$ cat config.mk
export PLATFORM = sky130hd
export DESIGN_NAME = decimal_text_to_fixed_point
export DESIGN_NICKNAME = d
export VERILOG_FILES = /design/src/rtl/core/dtf_pkg.sv /design/src/rtl/core/decimal_text_to_fixed_point.sv
export SDC_FILE = /design/constraint.sdc
export NUM_CORES = 1
export LEC_CHECK = 0
export ABC_CLOCK_PERIOD_IN_PS = 4550
export BUFFER_PORTS_ARGS = -buffer_cell sky130_fd_sc_hd__buf_2
export CORE_AREA = 2 2 136 271
export CTS_CLUSTER_SIZE = 10
export DETAILED_ROUTE_END_ITERATION = 8
export DIE_AREA = 0 0 138 273
export PLACE_DENSITY = 0.59
export SLEW_MARGIN = 20
export SYNTH_ARGS = -nofsm -noshare
export SYNTH_HDL_FRONTEND = slang
export SYNTH_SLANG_ARGS = --single-unit
$ cat constraint.sdc
create_clock -name clk -period 4.55 [get_ports clk]
set_clock_uncertainty 0.1 [all_clocks]
set_input_delay 0.2275 -clock clk [delete_from_list [all_inputs] [get_ports clk]]
set_output_delay 0.2275 -clock clk [all_outputs]
set_load 0.02 [all_outputs]
$ cat src/rtl/core/dtf_pkg.sv
// constants, widths and the power-of-ten table for the decimal text converter
// no dependencies; imported by decimal_text_to_fixed_point and the testbench
`default_nettype none
package dtf_pkg;

	localparam int FRAC_DIGITS = 9;
	localparam int INT_BITS    = 16;
	localparam int FRAC_BITS   = 32;

	localparam int VALUE_W = INT_BITS + FRAC_BITS + 1;
	// fraction numerator stays below 10^FRAC_DIGITS
	localparam int NUM_W   = $clog2(10 ** FRAC_DIGITS);
	localparam int CNT_W   = $clog2(FRAC_DIGITS + 1);
	localparam int ITER_W  = $clog2(FRAC_BITS + 1);

	localparam logic [7:0] CH_NUL   = 8'h00;
	localparam logic [7:0] CH_MINUS = 8'h2D;
	localparam logic [7:0] CH_DOT   = 8'h2E;
	localparam logic [7:0] CH_0     = 8'h30;
	localparam logic [7:0] CH_9     = 8'h39;

	localparam logic [INT_BITS-1:0] INT_MAX = {INT_BITS{1'b1}};

	typedef logic [NUM_W-1:0] num_t;

	function automatic num_t pow10(input logic [CNT_W-1:0] k);
		logic [63:0] p;
		case (k)
			4'd0:    p = 64'd1;
			4'd1:    p = 64'd10;
			4'd2:    p = 64'd100;
			4'd3:    p = 64'd1000;
			4'd4:    p = 64'd10000;
			4'd5:    p = 64'd100000;
			4'd6:    p = 64'd1000000;
			4'd7:    p = 64'd10000000;
			4'd8:    p = 64'd100000000;
			4'd9:    p = 64'd1000000000;
			default: p = 64'd1;
		endcase
		return p[NUM_W-1:0];
	endfunction

endpackage
`default_nettype wire

$ cat src/rtl/core/decimal_text_to_fixed_point.sv
// decimal text to signed fixed-point converter, top level
// depends on dtf_pkg for widths, character codes and the power-of-ten table
//
// input channel: one ASCII character per transaction on char_code, taken when
// in_valid is high and in_stall is low. a NUL ends the string and yields one
// result transaction (value, invalid, saturated); other characters yield none.
// every non-NUL character is taken without a stall, so a string streams at one
// character per cycle. a NUL starts a restoring division of the fraction
// numerator by 10^k, one quotient bit per cycle through a single shared
// compare/subtract unit, FRAC_BITS (32) quotient bits in all; then the result
// is loaded into the output register and out_valid rises. in_stall is high
// from the NUL being taken until that load.
// the result sits in an output register; characters of the next string are
// taken while it waits. if out_stall holds the previous result when a new one
// is ready, the block waits with in_stall high until that result is taken.
// arst_n (asynchronous, active low) clears the parser to the start of a
// string and empties the output register.
`default_nettype none
module decimal_text_to_fixed_point (
	input  wire                                clk,
	input  wire                                arst_n,
	input  wire                                in_valid,
	output logic                               in_stall,
	input  wire  [7:0]                         char_code,
	output logic                               out_valid,
	input  wire                                out_stall,
	output logic signed [dtf_pkg::VALUE_W-1:0] value,
	output logic                               invalid,
	output logic                               saturated
);
	import dtf_pkg::*;

	localparam logic [2:0] PH_START = 3'd0;
	localparam logic [2:0] PH_INT   = 3'd1;
	localparam logic [2:0] PH_FRAC  = 3'd2;
	localparam logic [2:0] PH_TAIL  = 3'd3;
	localparam logic [2:0] PH_BAD   = 3'd4;

	localparam logic [1:0] ST_IDLE = 2'd0;
	localparam logic [1:0] ST_DIV  = 2'd1;
	localparam logic [1:0] ST_DONE = 2'd2;

	logic [1:0]           state_q;
	logic [2:0]           phase_q;
	logic                 neg_q;
	logic [INT_BITS-1:0]  acc_q;
	logic                 ovf_q;
	num_t                 num_q;      // fraction numerator, then division remainder
	logic [CNT_W-1:0]     cnt_q;
	num_t                 div_q;
	logic [FRAC_BITS-1:0] quo_q;
	logic [ITER_W-1:0]    iter_q;
	logic                 bad_q;

	logic                 is_digit;
	logic [3:0]           dval;
	logic [INT_BITS+3:0]  acc_next;
	logic [NUM_W+3:0]     num_next;
	logic [NUM_W:0]       rem_shift;
	logic [NUM_W:0]       rem_diff;
	logic                 rem_ge;
	logic [VALUE_W-1:0]   mag;
	logic                 take_in;
	logic                 out_free;

	assign in_stall = (state_q != ST_IDLE);
	assign take_in  = in_valid && !in_stall;
	assign out_free = !out_valid || !out_stall;

	always_comb begin
		is_digit = (char_code inside {[CH_0:CH_9]});
	end
	assign dval     = char_code[3:0];
	assign acc_next = {1'b0, acc_q, 3'b000} + {3'b000, acc_q, 1'b0} + {{INT_BITS{1'b0}}, dval};
	assign num_next = {1'b0, num_q, 3'b000} + {3'b000, num_q, 1'b0} + {{NUM_W{1'b0}}, dval};

	// shared compare/subtract of the restoring divider
	assign rem_shift = {num_q, 1'b0};
	assign rem_diff  = rem_shift - {1'b0, div_q};
	assign rem_ge    = (rem_shift >= {1'b0, div_q});

	assign mag = {1'b0, acc_q, quo_q};

	always_ff @(posedge clk or negedge arst_n) begin
		if (!arst_n) begin
			state_q   <= ST_IDLE;
			phase_q   <= PH_START;
			neg_q     <= 1'b0;
			acc_q     <= '0;
			ovf_q     <= 1'b0;
			num_q     <= '0;
			cnt_q     <= '0;
			iter_q    <= '0;
			bad_q     <= 1'b0;
			out_valid <= 1'b0;
			invalid   <= 1'b0;
			saturated <= 1'b0;
		end else begin
			if (out_valid && !out_stall && state_q != ST_DONE) begin
				out_valid <= 1'b0;
			end
			case (state_q)
				ST_IDLE: begin
					if (take_in) begin
						if (char_code == CH_NUL) begin
							div_q   <= pow10(cnt_q);
							quo_q   <= '0;
							bad_q   <= (phase_q == PH_BAD);
							iter_q  <= ITER_W'(FRAC_BITS);
							state_q <= ST_DIV;
						end else begin
							case (phase_q)
								PH_START, PH_INT: begin
									if (phase_q == PH_START && char_code == CH_MINUS) begin
										neg_q   <= 1'b1;
										phase_q <= PH_INT;
									end else if (char_code == CH_DOT) begin
										phase_q <= PH_FRAC;
									end else if (is_digit) begin
										if (acc_next > {4'b0000, INT_MAX}) begin
											acc_q <= INT_MAX;
											ovf_q <= 1'b1;
										end else begin
											acc_q <= acc_next[INT_BITS-1:0];
										end
										phase_q <= PH_INT;
									end else begin
										phase_q <= PH_BAD;
									end
								end
								PH_FRAC: begin
									if (is_digit) begin
										if (cnt_q < CNT_W'(FRAC_DIGITS)) begin
											num_q <= num_next[NUM_W-1:0];
											cnt_q <= cnt_q + CNT_W'(1);
										end
									end else begin
										phase_q <= PH_TAIL;
									end
								end
								default: begin
								end
							endcase
						end
					end
				end
				ST_DIV: begin
					if (rem_ge) begin
						num_q <= rem_diff[NUM_W-1:0];
					end else begin
						num_q <= rem_shift[NUM_W-1:0];
					end
					quo_q  <= {quo_q[FRAC_BITS-2:0], rem_ge};
					iter_q <= iter_q - ITER_W'(1);
					if (iter_q == ITER_W'(1)) begin
						state_q <= ST_DONE;
					end
				end
				ST_DONE: begin
					if (out_free) begin
						if (bad_q) begin
							value     <= '0;
							saturated <= 1'b0;
						end else begin
							value     <= neg_q ? -$signed(mag) : $signed(mag);
							saturated <= ovf_q;
						end
						invalid   <= bad_q;
						out_valid <= 1'b1;
						// back to the start of a string
						phase_q   <= PH_START;
						neg_q     <= 1'b0;
						acc_q     <= '0;
						ovf_q     <= 1'b0;
						num_q     <= '0;
						cnt_q     <= '0;
						state_q   <= ST_IDLE;
					end
				end
				default: begin
					state_q <= ST_IDLE;
				end
			endcase
		end
	end

endmodule
`default_nettype wire

==> results.md <==
- Status: complete, no violations
- Reg power frac: 0.278
- Setup bufs post-CTS: 0
- Leak: 6.21 nW
- Setup TNS: 0 ns
- GRT Util Overall: 0.186
- Worst setup path startpoint: num_q[8]$_DFFE_PN0P_
- Reg area: 4800 um2
- Max-slew headroom: 0.363
- Int Power: 4.82 mW
- Routed WL per cell: 18.8 um
- Final Wtd Congestion: 0.926
- Area growth syn-to-layout: 12.6%
- Crit Path Class: flip-flop to flip-flop
- Vias in the first global route: 10700
- Skew-Pair Late Insertion Delay: 0.45 ns
- Post-synthesis cell type count: 73
- Hold WC Path Type: primary input to flip-flop
- Core box area: 35600 um2
- Router iterations before antenna repair: 4
- FP Rows: 98
- Post-synth EDFFs: 104
- N_diodes: 0
- Final hold slack: 0.0188 ns
- Critical Path RT: 4.81 ns
- Worst Path Arrival: 4.11 ns
- CTS Sinks: 171
- Synthesized flop and latch total: 171
- Clock Pin Slew Worst Setup and Hold Paths: 0.07 ns
- Root Buffer: clkbuf_16
- Pin count of the biggest net entering global routing: 53
- Vias/cell: 5.52
- Predominant post-synthesis flop cell: edfxtp_1
- 1st-iter DRT viols: 522
- Initial antenna violation count: 0
- Flop-to-flop setup slack: 0.70 ns
- # port buffers: 64
- FF-to-FF path depth: 9
- First-pass GRT wire length: 55500 um
- Slew Limit Fails: 0
- Worst R2R Start: num_q[8]$_DFFE_PN0P_
- Area of the multi-input gates: 7220 um2
- Post-route minimum period: 3.85 ns
- Setup violators final: 0
- CTS tree: built
- Starting Density: 0.348
- Layout Utilization: 0.392
- HP Start: char_code[0]
- Total power: 9.09 mW
- Ys async rst share: 0.392
- Clock Path Buffers: 2
- RSZ-0062 raised after global routing: no
- Max Cap Violations: 0
- Clock share of power: 0.169
- Resized cells post-CTS: 0
- Filler instances: 3584
- Sw Pwr: 4.27 mW
- Post-Syn Instances: 1323
- Vias: 10200
- Critical Path End Type: flip-flop
- DP Worst Slack: 0.725 ns
- Die X-Extent: 138 um
- VDD IR max: 0.000526 V
- Hold Vio Cnt, Final: 0
- DR DRC count: 0
- Top-Level Pins: 65
- DRT antenna net count: 0
- Worst-Margin Slew: 0.947 ns
- Mapped Area: 12400 um2
- Seq/Total Area, Yosys: 0.388
- Syn_area_per_cell: 9.36 um2
- Layout cell share with drive strength beyond 1: 0.103
- Die span in y: 273 um
- Ys Warns: 0
- Startpoint Class: flip-flop
- PwrDens: 652 nW/um2
- Htree depth: 4
- Hold buffer count at cts: 2
- Setup ws final: 0.703 ns
- Switching Share: 0.470
- Hold depth: 3
- Highest net fanout along the worst path: 7
- Comb pwr share: 0.553
- Die area: 37700 um2
- Final worst-path cycle share: 0.846
- Mapped Nets: 1468
- Final wirelength: 34800 um
- Cts bufs inserted: 17
- Final #Nets: 1527
- Max Clk Rate: 260 MHz
- Dpl hpwl: 26700 um
- GR Overflow Total: 0
## cells by family after synthesis
| family | synth area share |
|---|---|
| AOI/OAI and AO/OA | 0.185 |
| xor gates and xnor gates | 0.0771 |
| adders and majority gates | 0.137 |
| buffers and inverters | 0.0322 |
| DFF | 0.388 |
| muxes | 0.00900 |
| and+or+nand+nor | 0.171 |
## layout by cell type, fill, tap and decap left out, types with 17 or more instances in the layout
master,count
o31ai_1,19
nand3_1,33
dfrtp_1,67
o21ai_0,109
ha_1,128
clkbuf_16,17
nor2_1,131
a21oi_1,69
nand2b_1,22
buf_2,63
edfxtp_1,104
inv_1,62
xor2_1,70
nand2_1,119
xnor2_1,39
nor3_1,26
a21o_1,24
o21a_1,17
and2_1,30
## synthesized netlist by cell type (7+ instances only)
cell,n,area (um2)
a211oi_1,8,60.1
a21o_1,24,180
a21oi_1,70,350
a221o_1,8,80.1
a31oi_1,10,62.6
and2_1,30,188
clkbuf_1,41,154
dfrtp_1,67,1680
edfxtp_1,104,3120
ha_1,128,1600
inv_1,62,233
mux2i_1,10,100
nand2_1,119,447
nand2b_1,22,138
nand3_1,33,165
nand4_1,9,56.3
nor2_1,134,503
nor2b_1,11,68.8
nor3_1,26,130
nor4_1,7,43.8
o211ai_1,10,75.1
o21a_1,17,128
o21ai_0,109,546
o21bai_1,8,60.1
o31ai_1,19,143
or2_2,8,50.1
or3_1,15,93.8
or4_1,7,52.6
xnor2_1,39,342
xor2_1,70,613
## critical path: stages (launching register included)
cell      delay, ns
dfrtp_1        0.49
ha_1           0.48
nand4_1        0.19
nor4_1         0.82
a311oi_1       0.24
o21ai_0        0.34
a311oi_4       0.08
nor2_1         0.60
a21oi_1        0.21
o221ai_1       0.21
## layer usage
metal,track usage,share of wire,vias to the layer above
met1,0.168,0.34,4925
met2,0.376,0.57,222
met4,0.116,0.059,0
met5,0,0,-
li1,-,-,4929
met3,0.0273,0.028,105
## state kept, by name, summed over array words and instances (netlist names)
name,cells
bad_q,1
invalid,1
state_q,2
neg_q,1
ovf_q,1
iter_q,6
value,49
out_valid,1
phase_q,3
num_q,30
saturated,1
cnt_q,4
div_q,23
quo_q,32
acc_q,16
## metrics by stage
stage / std cells / cell area, um2
2_1_floorplan: 1323 / 12400
5_1_grt: 1845 / 13900
3_3_place_gp: 1811 / 13300
3_5_place_dp: 1811 / 13300
6_report: 1845 / 13900
4_1_cts: 1845 / 13900
## final timing paths
| path | to |
|---|---|
| worst min-delay path | acc_q[0]$_DFFE_PN0P_ |
| worst min register to register | invalid$_DFFE_PN0P_ |
| worst max register to register | num_q[28]$_DFFE_PN0P_ |
| worst max-delay path | num_q[28]$_DFFE_PN0P_ |
| min in group asynchronous | num_q[6]$_DFFE_PN0P_ |
| max in group asynchronous | acc_q[13]$_DFFE_PN0P_ |
## final cells by class
cell class / count / area share
multi-input combinational: 1046 / 0.518
timing repair buffer: 82 / 0.0341
sequential: 171 / 0.344
clock buffer: 17 / 0.0305
clock inverter: 15 / 0.0152
inverter: 64 / 0.0172
tap: 450 / 0.0404
## power groups by stage
stage | Sequential, mW | Combinational (mW) | Clock (mW)
5_1_grt | 2.57 | 5.64 | 1.62
2_1_floorplan | 2.37 | 3.77 | 0
6_report | 2.53 | 5.03 | 1.53
3_5_place_dp | 2.56 | 5.00 | 0
3_3_place_gp | 2.55 | 4.93 | 0
4_1_cts | 2.53 | 5.04 | 1.57
Note: power is estimated with default switching activity, not from simulation.
